### src/hw/rtl/lfu_pkg.sv
package lfu_pkg;

	// Field widths of the stream words.
	localparam int KEY_W   = 32;
	localparam int VAL_W   = 32;
	localparam int CNT_W   = 32;
	localparam int STAMP_W = 64;
	localparam int CAP_W   = 5;

	// Default table depth handed to the top level.
	localparam int MAX_ENTRIES_DEF = 16;

	// Capacity register value after reset.
	localparam logic [CAP_W-1:0] CAP_RESET = 5'd16;

	// Use count saturation point.
	localparam logic [CNT_W-1:0] CNT_MAX = '1;

	// Item action codes.
	localparam logic ACT_GET = 1'b0;
	localparam logic ACT_PUT = 1'b1;

	// One table entry as kept in the entry RAM.
	typedef struct packed {
		logic [STAMP_W-1:0] stamp;
		logic [CNT_W-1:0]   cnt;
		logic [VAL_W-1:0]   value;
		logic [KEY_W-1:0]   key;
	} lfu_entry_t;

	localparam int ENTRY_W = $bits(lfu_entry_t);

	// Commands from the controller to the datapath.
	typedef struct packed {
		logic load;
		logic scan;
		logic commit;
	} lfu_cmd_t;

	// Status from the datapath to the controller.
	typedef struct packed {
		logic scan_done;
		logic out_free;
	} lfu_sts_t;

endpackage

### src/hw/rtl/lfu_ram.sv
module lfu_ram #(
	parameter int WIDTH = 8,
	parameter int DEPTH = 16,
	localparam int AW = (DEPTH > 1) ? $clog2(DEPTH) : 1
) (
	input  logic             clk,
	input  logic             we,
	input  logic [AW-1:0]    waddr,
	input  logic [WIDTH-1:0] wdata,
	input  logic [AW-1:0]    raddr,
	output logic [WIDTH-1:0] rdata
);

	logic [WIDTH-1:0] mem [DEPTH];

	// One write port and one registered read port.
	always_ff @(posedge clk) begin
		if (we) begin
			mem[waddr] <= wdata;
		end
		rdata <= mem[raddr];
	end

endmodule

### src/hw/rtl/lfu_ctrl.sv
module lfu_ctrl (
	input  logic              clk,
	input  logic              arst_n,
	input  logic              s_tvalid,
	output logic              s_tready,
	output lfu_pkg::lfu_cmd_t cmd,
	input  lfu_pkg::lfu_sts_t sts
);

	import lfu_pkg::*;

	typedef enum logic [1:0] {
		IDLE,
		SCAN,
		UPDATE
	} state_t;

	state_t state_q;

	// Sequencer: take a word, sweep the table, then write back and emit.
	always_ff @(posedge clk or negedge arst_n) begin
		if (!arst_n) begin
			state_q <= IDLE;
		end else begin
			unique case (state_q)
				IDLE: begin
					if (s_tvalid) begin
						state_q <= SCAN;
					end
				end
				SCAN: begin
					if (sts.scan_done) begin
						state_q <= UPDATE;
					end
				end
				UPDATE: begin
					if (sts.out_free) begin
						state_q <= IDLE;
					end
				end
				default: state_q <= IDLE;
			endcase
		end
	end

	// Command decode.
	always_comb begin
		s_tready   = (state_q == IDLE);
		cmd.load   = (state_q == IDLE) && s_tvalid;
		cmd.scan   = (state_q == SCAN);
		cmd.commit = (state_q == UPDATE) && sts.out_free;
	end

	// The sweep only reports completion while the sequencer waits for it.
	a_done_in_scan: assert property (@(posedge clk) disable iff (!arst_n)
		sts.scan_done |-> state_q == SCAN)
		else $error("scan completion outside the scan state");

	// A commit always returns the sequencer to idle.
	a_commit_idle: assert property (@(posedge clk) disable iff (!arst_n)
		cmd.commit |=> state_q == IDLE)
		else $error("sequencer did not return to idle after commit");

endmodule

### src/hw/rtl/lfu_dp.sv
module lfu_dp #(
	parameter int MAX_ENTRIES = lfu_pkg::MAX_ENTRIES_DEF
) (
	input  logic                     clk,
	input  logic                     arst_n,
	input  lfu_pkg::lfu_cmd_t        cmd,
	output lfu_pkg::lfu_sts_t        sts,
	input  logic [63:0]              s_tdata,
	input  logic [0:0]               s_tuser,
	input  logic                     cfg_valid,
	input  logic [lfu_pkg::CAP_W-1:0] cfg_data,
	output logic                     m_tvalid,
	input  logic                     m_tready,
	output logic [63:0]              m_tdata,
	output logic [1:0]               m_tuser
);

	import lfu_pkg::*;

	localparam int IDXW = (MAX_ENTRIES > 1) ? $clog2(MAX_ENTRIES) : 1;
	localparam int OCCW = $clog2(MAX_ENTRIES + 1);
	localparam logic [IDXW-1:0] LAST = IDXW'(MAX_ENTRIES - 1);

	// Captured item and configuration.
	logic [CAP_W-1:0] cap_q;
	logic             act_q;
	logic [KEY_W-1:0] key_q;
	logic [VAL_W-1:0] value_q;

	// Table state held in flops.
	logic [MAX_ENTRIES-1:0] valid_q;
	logic [OCCW-1:0]        occ_q;
	logic [STAMP_W-1:0]     stamp_q;

	// Sweep address and compare stage.
	logic [IDXW-1:0] addr_q;
	logic            issue_q;
	logic            cmp_vld_s1;
	logic [IDXW-1:0] cmp_idx_s1;
	logic            valid_s1;

	// Sweep results.
	logic               match_found_q;
	logic [IDXW-1:0]    match_idx_q;
	logic [VAL_W-1:0]   match_val_q;
	logic [CNT_W-1:0]   match_cnt_q;
	logic               vict_found_q;
	logic [IDXW-1:0]    vict_idx_q;
	logic [KEY_W-1:0]   vict_key_q;
	logic [CNT_W-1:0]   vict_cnt_q;
	logic [STAMP_W-1:0] vict_stamp_q;
	logic               free_found_q;
	logic [IDXW-1:0]    free_idx_q;

	// RAM ports.
	logic               ram_we;
	logic [IDXW-1:0]    ram_waddr;
	lfu_entry_t         ram_wentry;
	logic [ENTRY_W-1:0] ram_rdata;
	lfu_entry_t         rd_entry;

	// Update decisions.
	logic [OCCW-1:0] cap_eff;
	logic            is_put;
	logic            upd_hit;
	logic            ins;
	logic            evict;
	logic            do_ins;
	logic [IDXW-1:0] slot;
	logic            better;
	logic            occ_full;

	lfu_ram #(
		.WIDTH (ENTRY_W),
		.DEPTH (MAX_ENTRIES)
	) u_ram (
		.clk   (clk),
		.we    (ram_we),
		.waddr (ram_waddr),
		.wdata (ram_wentry),
		.raddr (addr_q),
		.rdata (ram_rdata)
	);

	assign rd_entry = lfu_entry_t'(ram_rdata);

	// Capacity register; values above the table depth act as the depth.
	always_ff @(posedge clk or negedge arst_n) begin
		if (!arst_n) begin
			cap_q <= CAP_RESET;
		end else if (cfg_valid) begin
			cap_q <= cfg_data;
		end
	end

	always_comb begin
		cap_eff  = (32'(cap_q) > MAX_ENTRIES) ? OCCW'(MAX_ENTRIES) : OCCW'(cap_q);
		is_put   = (act_q == ACT_PUT);
		occ_full = (occ_q >= cap_eff);
	end

	// Item capture.
	always_ff @(posedge clk) begin
		if (cmd.load) begin
			act_q   <= s_tuser[0];
			key_q   <= s_tdata[31:0];
			value_q <= s_tdata[63:32];
		end
	end

	// Sweep address issue and compare stage behind the RAM read.
	always_ff @(posedge clk or negedge arst_n) begin
		if (!arst_n) begin
			addr_q     <= '0;
			issue_q    <= 1'b0;
			cmp_vld_s1 <= 1'b0;
			cmp_idx_s1 <= '0;
			valid_s1   <= 1'b0;
		end else begin
			valid_s1 <= valid_q[addr_q];
			if (cmd.load) begin
				addr_q     <= '0;
				issue_q    <= 1'b1;
				cmp_vld_s1 <= 1'b0;
			end else if (cmd.scan && issue_q) begin
				cmp_vld_s1 <= 1'b1;
				cmp_idx_s1 <= addr_q;
				issue_q    <= (addr_q != LAST);
				if (addr_q != LAST) begin
					addr_q <= addr_q + IDXW'(1);
				end
			end else begin
				cmp_vld_s1 <= 1'b0;
			end
		end
	end

	assign sts.scan_done = cmp_vld_s1 && (cmp_idx_s1 == LAST);
	assign sts.out_free  = !m_tvalid || m_tready;

	// Victim order: lowest use count, then oldest touch.
	always_comb begin
		better = !vict_found_q || (rd_entry.cnt < vict_cnt_q) ||
			((rd_entry.cnt == vict_cnt_q) && (rd_entry.stamp < vict_stamp_q));
	end

	// Track first key match, best victim and first free slot.
	always_ff @(posedge clk or negedge arst_n) begin
		if (!arst_n) begin
			match_found_q <= 1'b0;
			vict_found_q  <= 1'b0;
			free_found_q  <= 1'b0;
		end else if (cmd.load) begin
			match_found_q <= 1'b0;
			vict_found_q  <= 1'b0;
			free_found_q  <= 1'b0;
		end else if (cmp_vld_s1) begin
			if (valid_s1) begin
				if (!match_found_q && (rd_entry.key == key_q)) begin
					match_found_q <= 1'b1;
				end
				if (better) begin
					vict_found_q <= 1'b1;
				end
			end else if (!free_found_q) begin
				free_found_q <= 1'b1;
			end
		end
	end

	always_ff @(posedge clk) begin
		if (cmp_vld_s1) begin
			if (valid_s1) begin
				if (!match_found_q && (rd_entry.key == key_q)) begin
					match_idx_q <= cmp_idx_s1;
					match_val_q <= rd_entry.value;
					match_cnt_q <= rd_entry.cnt;
				end
				if (better) begin
					vict_idx_q   <= cmp_idx_s1;
					vict_key_q   <= rd_entry.key;
					vict_cnt_q   <= rd_entry.cnt;
					vict_stamp_q <= rd_entry.stamp;
				end
			end else if (!free_found_q) begin
				free_idx_q <= cmp_idx_s1;
			end
		end
	end

	// Write-back decision.
	always_comb begin
		upd_hit = match_found_q && (!is_put || (cap_eff != '0));
		ins     = !match_found_q && is_put && (cap_eff != '0);
		evict   = ins && occ_full && vict_found_q;
		do_ins  = ins && (evict || free_found_q);
		if (evict && (!free_found_q || (vict_idx_q < free_idx_q))) begin
			slot = vict_idx_q;
		end else begin
			slot = free_idx_q;
		end
		ram_we           = cmd.commit && (upd_hit || do_ins);
		ram_waddr        = upd_hit ? match_idx_q : slot;
		ram_wentry.key   = key_q;
		ram_wentry.value = is_put ? value_q : match_val_q;
		ram_wentry.stamp = stamp_q;
		if (!upd_hit) begin
			ram_wentry.cnt = CNT_W'(1);
		end else if (match_cnt_q == CNT_MAX) begin
			ram_wentry.cnt = CNT_MAX;
		end else begin
			ram_wentry.cnt = match_cnt_q + CNT_W'(1);
		end
	end

	// Valid bits, occupancy and touch stamp.
	always_ff @(posedge clk or negedge arst_n) begin
		if (!arst_n) begin
			valid_q <= '0;
			occ_q   <= '0;
			stamp_q <= '0;
		end else if (cmd.commit) begin
			if (ram_we) begin
				stamp_q <= stamp_q + STAMP_W'(1);
			end
			if (evict) begin
				valid_q[vict_idx_q] <= 1'b0;
			end
			if (do_ins) begin
				valid_q[slot] <= 1'b1;
				if (!evict) begin
					occ_q <= occ_q + OCCW'(1);
				end
			end
		end
	end

	// Output word register.
	always_ff @(posedge clk or negedge arst_n) begin
		if (!arst_n) begin
			m_tvalid <= 1'b0;
		end else if (cmd.commit) begin
			m_tvalid <= 1'b1;
		end else if (m_tready) begin
			m_tvalid <= 1'b0;
		end
	end

	always_ff @(posedge clk) begin
		if (cmd.commit) begin
			m_tuser[0]     <= match_found_q;
			m_tuser[1]     <= evict;
			m_tdata[31:0]  <= (!is_put && match_found_q) ? match_val_q : '0;
			m_tdata[63:32] <= evict ? vict_key_q : '0;
		end
	end

	a_occ_count: assert property (@(posedge clk) disable iff (!arst_n)
		$countones(valid_q) == int'(occ_q))
		else $error("occupancy disagrees with valid bits");

	a_occ_max: assert property (@(posedge clk) disable iff (!arst_n)
		int'(occ_q) <= MAX_ENTRIES)
		else $error("occupancy above table depth");

	a_evict_victim: assert property (@(posedge clk) disable iff (!arst_n)
		(cmd.commit && ins && occ_full) |-> vict_found_q)
		else $error("full table without an eviction candidate");

	a_commit_out: assert property (@(posedge clk) disable iff (!arst_n)
		cmd.commit |=> m_tvalid)
		else $error("commit did not present a result word");

endmodule

### src/hw/rtl/lfu_cache_table.sv
// Key-value cache with least-frequently-used replacement.
// Input stream s_*: one word per get or put. s_tuser[0] is the action
// (0 get, 1 put), s_tdata holds key (bits 31:0) and value (bits 63:32).
// Output stream m_*: exactly one word per input word, in order.
// m_tuser[0] is hit, m_tuser[1] is evicted; m_tdata holds read_value
// (bits 31:0) and evicted_key (bits 63:32).
// Configuration: cfg_valid/cfg_ready/cfg_data write the 5-bit capacity;
// write it only while no word is in flight. cfg_ready is always high.
// Sequence: each accepted input word is captured, then the sweep reads one
// table entry per cycle through the single read port of the entry RAM into
// the compare stage, then write-back updates the table and the result word
// is registered. The next input word is accepted only after write-back.
// Reset clears all valid bits, the occupancy and the touch stamp, and
// sets capacity to 16. The entry RAM itself is not cleared.
// If the receiver stalls, the result word is held in the output register;
// the next input word is accepted and swept, and waits at write-back
// until the output register frees up.
module lfu_cache_table #(
	parameter int MAX_ENTRIES = lfu_pkg::MAX_ENTRIES_DEF
) (
	input  logic                     clk,
	input  logic                     arst_n,
	input  logic                     s_tvalid,
	output logic                     s_tready,
	input  logic [63:0]              s_tdata,  // key, value
	input  logic [0:0]               s_tuser,  // action
	output logic                     m_tvalid,
	input  logic                     m_tready,
	output logic [63:0]              m_tdata,  // read_value, evicted_key
	output logic [1:0]               m_tuser,  // hit, evicted
	input  logic                     cfg_valid,
	output logic                     cfg_ready,
	input  logic [lfu_pkg::CAP_W-1:0] cfg_data
);

	import lfu_pkg::*;

	lfu_cmd_t cmd;
	lfu_sts_t sts;

	// Capacity writes are always taken.
	assign cfg_ready = 1'b1;

	lfu_ctrl u_ctrl (
		.clk      (clk),
		.arst_n   (arst_n),
		.s_tvalid (s_tvalid),
		.s_tready (s_tready),
		.cmd      (cmd),
		.sts      (sts)
	);

	lfu_dp #(
		.MAX_ENTRIES (MAX_ENTRIES)
	) u_dp (
		.clk       (clk),
		.arst_n    (arst_n),
		.cmd       (cmd),
		.sts       (sts),
		.s_tdata   (s_tdata),
		.s_tuser   (s_tuser),
		.cfg_valid (cfg_valid),
		.cfg_data  (cfg_data),
		.m_tvalid  (m_tvalid),
		.m_tready  (m_tready),
		.m_tdata   (m_tdata),
		.m_tuser   (m_tuser)
	);

endmodule
### config.mk
export PLATFORM = sky130hd
export DESIGN_NAME = lfu_cache_table
export DESIGN_NICKNAME = d
export VERILOG_FILES = /design/src/hw/rtl/lfu_pkg.sv /design/src/hw/rtl/lfu_ram.sv /design/src/hw/rtl/lfu_ctrl.sv /design/src/hw/rtl/lfu_dp.sv /design/src/hw/rtl/lfu_cache_table.sv
export SDC_FILE = /design/constraint.sdc
export NUM_CORES = 2
export LEC_CHECK = 0
export BUFFER_PORTS_ARGS = -buffer_cell sky130_fd_sc_hd__buf_2
export CAP_MARGIN = 0
export CORE_MARGIN = 5
export CORE_UTILIZATION = 30
export CTS_CLUSTER_DIAMETER = 60
export DETAILED_ROUTE_END_ITERATION = 10
export SLEW_MARGIN = 10
export SYNTH_ARGS = -nofsm -noshare
export SYNTH_HDL_FRONTEND = slang
export SYNTH_SLANG_ARGS = --single-unit
### constraint.sdc
create_clock -name clk -period 39.4 [get_ports clk]
set_input_delay 7.88 -clock clk [delete_from_list [all_inputs] [get_ports clk]]
set_output_delay 7.88 -clock clk [all_outputs]
set_load 0.02 [all_outputs]
# ---- Word-level counts from Yosys, hierarchy flattened
# Memories as Yosys holds them, arrays and structs flattened. A register that Yosys moved wholly into a read port is not among the register bits.
# Index checks and enable logic that the tools add are counted.
# Widths: inputs -> output; s select.
dict set report op_classes {
  bitwise_logic 7
  order_cmp 10
  muxes 41
  n_addsub 4
  eq_ne 11
  reduce_logical 49
}
# op n
set ops {}
lappend ops {{$mux 32} 3}
lappend ops {{$add 64x1->64 const B} 1}
lappend ops {{$eq 32x32->1} 2}
lappend ops {{$lt 64x64->1} 1}
lappend ops {{$mux 16} 3}
lappend ops {{$add 32x1->32 const B} 1}
lappend ops {{$eq 32x32->1 const B} 1}
lappend ops {{$lt 32x32->1} 1}
lappend ops {{$mux 1} 22}
lappend ops {{$reduce_and 3->1} 7}
lappend ops {{$mux 4} 5}
lappend ops {{$logic_and 1x1->1} 17}
lappend ops {{$and 16x16->16} 1}
lappend ops {{$not 16->16} 1}
lappend ops {{$or 16x16->16} 1}
lappend ops {{$lt 4x5->1 const B} 3}
lappend ops {{$reduce_bool 2->1} 7}
lappend ops {{$demux 1 s4} 2}
lappend ops {{$ge 4x1->1 const B} 2}
lappend ops {{$reduce_and 2->1} 4}
lappend ops {{$logic_or 1x1->1} 7}
lappend ops {{$mux 2} 3}
lappend ops {{$ne 2x2->1 const B} 3}
lappend ops {{$pmux 2 s3} 1}
lappend ops {{16 further kinds} 23}
dict set report word_totals {
  mem_count 1
  ramBits 2560
  reg_bits 442
  elab_cells 151
}
# memory depth word_bits read_ports rd_ports_with_merged_regs write_ports line_no
set memory_table {}
lappend memory_table {u_dp.u_ram.mem 16 160 1 1 1 lfu_ram.sv:14} ;# logic [WIDTH-1:0] mem [DEPTH];

# ---- Logic depth before layout (Yosys ltp)
dict set report logic_depth {
  ltp_word 14
  ltp_mapped 12
}

# ---- Modules after synthesis
# Synthesis repeated with hierarchy kept, for this count alone.
dict set report unflattened {
  cells_unflattened 5667
  area_unflattened_um2 119075.5
}
# mod instances cells_each area_per_inst_um2
set by_module_without_submodules {}
lappend by_module_without_submodules {lfu_ram 1 4191 99300.2}
lappend by_module_without_submodules {lfu_dp 1 1462 19655.1}
lappend by_module_without_submodules {lfu_ctrl 1 12 108.9}
lappend by_module_without_submodules {lfu_cache_table 1 2 11.3}

# ---- Worst setup path after synthesis
# OpenSTA, ideal clock, no wires.
dict set report synth_timing {
  path_type {in2reg}
  from {in m_tready}
  to {mem u_dp.u_ram.mem[7][0] (netlist bit), enable pin}
  setup_slack_ns 16.729
  t_arrival_ns 21.760
  setup_ns 0.910
  required_ns 38.490
  stages 8
  path_cell_list {nand2b_1 or2b_2 clkbuf_8 inv_1 buf_2 nand2_1 a211o_1 nor3b_1}
}
# item line_no
set synth_lines {}
lappend synth_lines {{from (decl)} lfu_cache_table.sv:28} ;# input logic m_tready,
lappend synth_lines {{to (decl)} lfu_ram.sv:14}

# ---- Final worst setup path
dict set report layout_timing {
  from {in m_tready}
  to {mem u_dp.u_ram.mem[3][75] (netlist bit), enable pin}
}
dict set report layout_via {
  elab_chain_cells 5
}
# item line_no
set layout_rtl {}
lappend layout_rtl {{$logic_or 1x1->1} lfu_dp.sv:139} ;# assign sts.out_free = !m_tvalid || m_tready;
lappend layout_rtl {{$logic_and 1x1->1} lfu_ctrl.sv:51} ;# cmd.commit = (state_q == UPDATE) && sts.out_free;
lappend layout_rtl {{$logic_and 1x1->1} lfu_dp.sv:202} ;# ram_we = cmd.commit && (upd_hit || do_ins);
lappend layout_rtl {{$mux 1} lfu_ram.sv:18} ;# if (we) begin
lappend layout_rtl {{$mux 1 (not written as such)} lfu_ram.sv:19} ;# mem[waddr] <= wdata;
# No other way between the ends.

==> load_flow_metrics.sql <==
INSERT INTO impl_metrics (metric_group, metric, value, unit) VALUES
('grt', 'grt_start_max_net_pins', '136', ''),
('critical_path', 'criticalPathCategory', 'input pin to flip-flop', ''),
('floorplanning', 'chipWidth', '639', 'um'),
('clock_network', 'clkSinkCount', '3162', ''),
('final_layout', 'fin_nets', '5716', ''),
('floorplanning', 'dieArea', '0.409', 'mm2'),
('clock_network', 'cts_root_buffer', 'sky130_fd_sc_hd__clkbuf_16', ''),
('clock_network', 'cts_buffers', '293', ''),
('drt', 'drtAntennaViolNets', '0', ''),
('clock_network', 'cts_tree', 'done', ''),
('synth', 'post_synth_fa_ha_maj_area_fraction', '1.13', '%'),
('final_layout', 'regArea', '0.0928', 'mm2'),
('floorplanning', 'placeableCoreArea', '0.395', 'mm2'),
('sta', 'tns_setup', '0', 'ns'),
('grt', 'first_global_vias', '55983', ''),
('critical_path', 'crit_path_top_delay_cell', 'sky130_fd_sc_hd__buf_4', ''),
('grt', 'grt_util_all_layers', '12.8', '%'),
('status', 'outcome', 'finished clean', ''),
('sta', 'finalClockSkew', '0.0771', 'ns'),
('synth', 'synthArstFlopShare', '3.38', '%'),
('grt', 'grt_pass1_wl', '393', 'mm'),
('place', 'post-place-ws', '26.66', 'ns'),
('grt', 'grt.met2_usage', '21.6', '%'),
('sta', 'timing.final.max_slew_violations', '0', ''),
('synth', 'synth-seq-cells', '3162', ''),
('power_and_ir_drop', 'vdd_drop_max', '0.0000423', 'V'),
('synth', 'synth_fp_nets', '5395', ''),
('sta', 'finalWorstSetupSlack', '27.63', 'ns'),
('place', 'place_congestion', '0.795', ''),
('synth', 'synth_xor_xnor_area_share', '0.914', '%'),
('critical_path', 'worst_ep_required_time', '39.87', 'ns'),
('clock_network', 'number_of_buffers_on_the_longest_clock_path', '4', ''),
('drt', 'count_of_unresolved_drc_violations_after_routing', '0', ''),
('drt', 'detailed_route_wire_length_per_cell', '24.3', 'um'),
('critical_path', 'path_max_fanout', '45', ''),
('synth', 'post_synthesis_compound_gate_area_fraction', '0.885', '%'),
('critical_path', 'slowest_delay', '0.71', 'ns'),
('synth', 'synth.yosys.seq_area_share', '78.1', '%'),
('clock_network', 'hold_bufs_at_cts', '0', ''),
('power_and_ir_drop', 'static-leakage-power', '0.0432', 'uW'),
('critical_path', 'setup.worst_path.start_class', 'input pin', ''),
('synth', 'number_of_synthesis_warnings', '0', ''),
('critical_path', 'critPathMostFrequentCell', 'sky130_fd_sc_hd__buf_4', ''),
('final_layout', 'drive_gt1_share', '27.6', '%'),
('clock_network', 'post_cts_resized', '0', ''),
('sta', 'min_period_over_period', '29.9', '%'),
('final_layout', 'area_growth_syn_to_layout', '14.5', '%'),
('synth', 'synthesized_cell_area', '0.119', 'mm2'),
('floorplanning', 'floorplan.initialDensity', '30.1', '%'),
('clock_network', 'clk_latency', '0.86', 'ns'),
('synth', 'postSynth.topFlopCell', 'sky130_fd_sc_hd__edfxtp_1', ''),
('grt', 'antenna_found_initial', '7', ''),
('sta', 'worst_slew_pin_slew', '1.24', 'ns'),
('clock_network', 'cts_htree_levels', '5', ''),
('critical_path', 'endpoint_kind', 'flip-flop', ''),
('place', 'port-buffer-count', '142', ''),
('drt', 'number_of_drc_markers_in_iteration_0', '5501', ''),
('floorplanning', 'die_height', '639', 'um'),
('grt', 'most_used_routing_layer', 'met2', ''),
('synth', 'synth.lib_cells_used.distinct', '75', ''),
('synth', 'synthDominantAreaCellType', 'sky130_fd_sc_hd__edfxtp_1', ''),
('synth', 'postSynthAreaPerCell', '22.8', 'um2'),
('synth', 'synth.top_cells.by_area', 'sky130_fd_sc_hd__edfxtp_1 73%, sky130_fd_sc_hd__mux4_2 15%, sky130_fd_sc_hd__dfxtp_1 2.7%', ''),
('grt', 'use_met1', '17.3', '%'),
('synth', 'netlist_instances', '5213', ''),
('final_layout', 'fillCellCount', '36413', ''),
('sta', 'final_setup_fails', '0', ''),
('synth', 'synth_simple_gate_area_share', '2.16', '%'),
('clock_network', 'clock_transition_at_the_registers_of_the_reported_paths', '0.06', 'ns'),
('critical_path', 'timing.critical_path.cells', 'buf_2, nand2b_1, or2b_2, inv_4, nand2_1, a211o_1, nor3_2, buf_4, buf_4, buf_4', ''),
('flow_run', 'max_cap_viol_count', '0', '');
## cell type report
type	count	share of cell area, %
antenna	1	0.00184
timing repair buffer	250	1.22
sequential	3162	68.2
inverter	118	0.327
clock buffer	393	6.01
clock inverter	133	1.12
tap	5242	4.82
multi-input combinational	1709	18.3
## critical path, delay by kind of cell
kind	cells	cell delay (ns)
buffers and inverters	5	2.50
AND/OR/NAND/NOR	4	1.21
AO/OA/AOI/OAI	1	0.46
## layout by cell type, fill, tap and decap left out, drive strengths merged, types with 5 or more instances in the layout
cell type     n
a31oi         7
and3         54
nor3b        37
o22ai         9
clkbuf      393
nor2         45
or2           6
dfxtp       160
bufinv       32
nor2b        10
clkinv       87
or4           5
ha          107
and4         14
mux2         37
a21o         19
xor2         46
o21ai        26
edfxtp     2895
nand3        57
a21oi        72
nand4        52
clkinvlp      9
mux4        805
nor3         52
xnor2        78
dfrtp       106
mux2i        11
buf         250
a211oi        7
nand2b       12
nor4         20
nand2        83
inv         123
## path summary, 6_finish.rpt
kind / from / to / slack, ns / cells after the start
hold / removal: u_dp.u_ram.rdata[34]$_DFF_P_ / u_dp.match_val_q[2]$_DFFE_PP_ / 0.41 / 0
min in group asynchronous: arst_n / u_dp.m_tvalid$_DFFE_PN0P_ / 6.97 / 1
setup / recovery: m_tready / u_dp.u_ram.mem[3][75]$_DFFE_PP_ / 27.63 / 10
setup reg to reg: u_dp.match_found_q$_DFFE_PN0P_ / u_dp.u_ram.mem[8][51]$_DFFE_PP_ / 33.12 / 12
hold reg to reg: u_dp.u_ram.rdata[34]$_DFF_P_ / u_dp.match_val_q[2]$_DFFE_PP_ / 0.41 / 0
max in group asynchronous: arst_n / u_dp.cap_q[1]$_DFFE_PN0P_ / 31.12 / 2
## state kept, by name, summed over array words and instances (netlist names), 5 cells and up
name	flops
u_dp.u_ram.mem	2560
u_dp.u_ram.rdata	160
u_dp.m_tdata	64
u_dp.stamp_q	64
u_dp.vict_stamp_q	64
u_dp.key_q	32
u_dp.match_cnt_q	32
u_dp.match_val_q	32
u_dp.value_q	32
u_dp.vict_cnt_q	32
u_dp.vict_key_q	32
u_dp.valid_q	16
u_dp.cap_q	5
u_dp.occ_q	5
## metrics by stage
| stage | cell area [um2] | power [uW] | utilization [%] | instances |
|---|---|---|---|---|
| after global placement | 126000 | 5670 | 31.9 | 10480 |
| after CTS | 136000 | 8560 | 34.4 | 11006 |
| final | 136000 | 8450 | 34.4 | 11008 |
| after detailed placement | 126000 | 5680 | 31.9 | 10480 |
| after floorplan | 119000 | 5170 | - | 5213 |
| after global routing | 136000 | 8800 | 34.4 | 11008 |
## report_power, final
part | leakage, uW | total, uW | internal (uW) | switching (uW)
sequential | 0.0290 | 3950 | 3800 | 149
combinational | 0.00943 | 1620 | 829 | 793
clock | 0.00476 | 2880 | 1670 | 1200
total | 0.0432 | 8450 | 6300 | 2150
## cells by family (layout without fill, tap and decap cells)
family                   after synthesis  count (layout)
flip-flops                          3162            3162
other                                  1               2
AO/OA/AOI/OAI                        169             169
buffers and inverters                342             894
adder cells (fa/ha/maj)              107             107
AND/OR/NAND/NOR                      455             455
XOR/XNOR                             124             124
multiplexers                         853             853
## synthesized netlist by cell type, types with 46 or more instances
cell / n
sky130_fd_sc_hd__a21oi_1: 71
sky130_fd_sc_hd__and3_1: 52
sky130_fd_sc_hd__buf_1: 63
sky130_fd_sc_hd__clkbuf_1: 150
sky130_fd_sc_hd__dfrtp_1: 106
sky130_fd_sc_hd__dfxtp_1: 160
sky130_fd_sc_hd__edfxtp_1: 2895
sky130_fd_sc_hd__ha_1: 107
sky130_fd_sc_hd__inv_1: 116
sky130_fd_sc_hd__mux4_2: 805
sky130_fd_sc_hd__nand2_1: 83
sky130_fd_sc_hd__nand3_1: 56
sky130_fd_sc_hd__nand4_1: 48
sky130_fd_sc_hd__nor3_1: 49
sky130_fd_sc_hd__xnor2_1: 78
sky130_fd_sc_hd__xor2_1: 46
## metal layers
metal	routed length [um]	up-vias
met4	7400	0
li1	-	22424
met3	14400	437
met5	0	-
met2	133000	1665
met1	112000	29029
(Power assumes the default switching activity.)
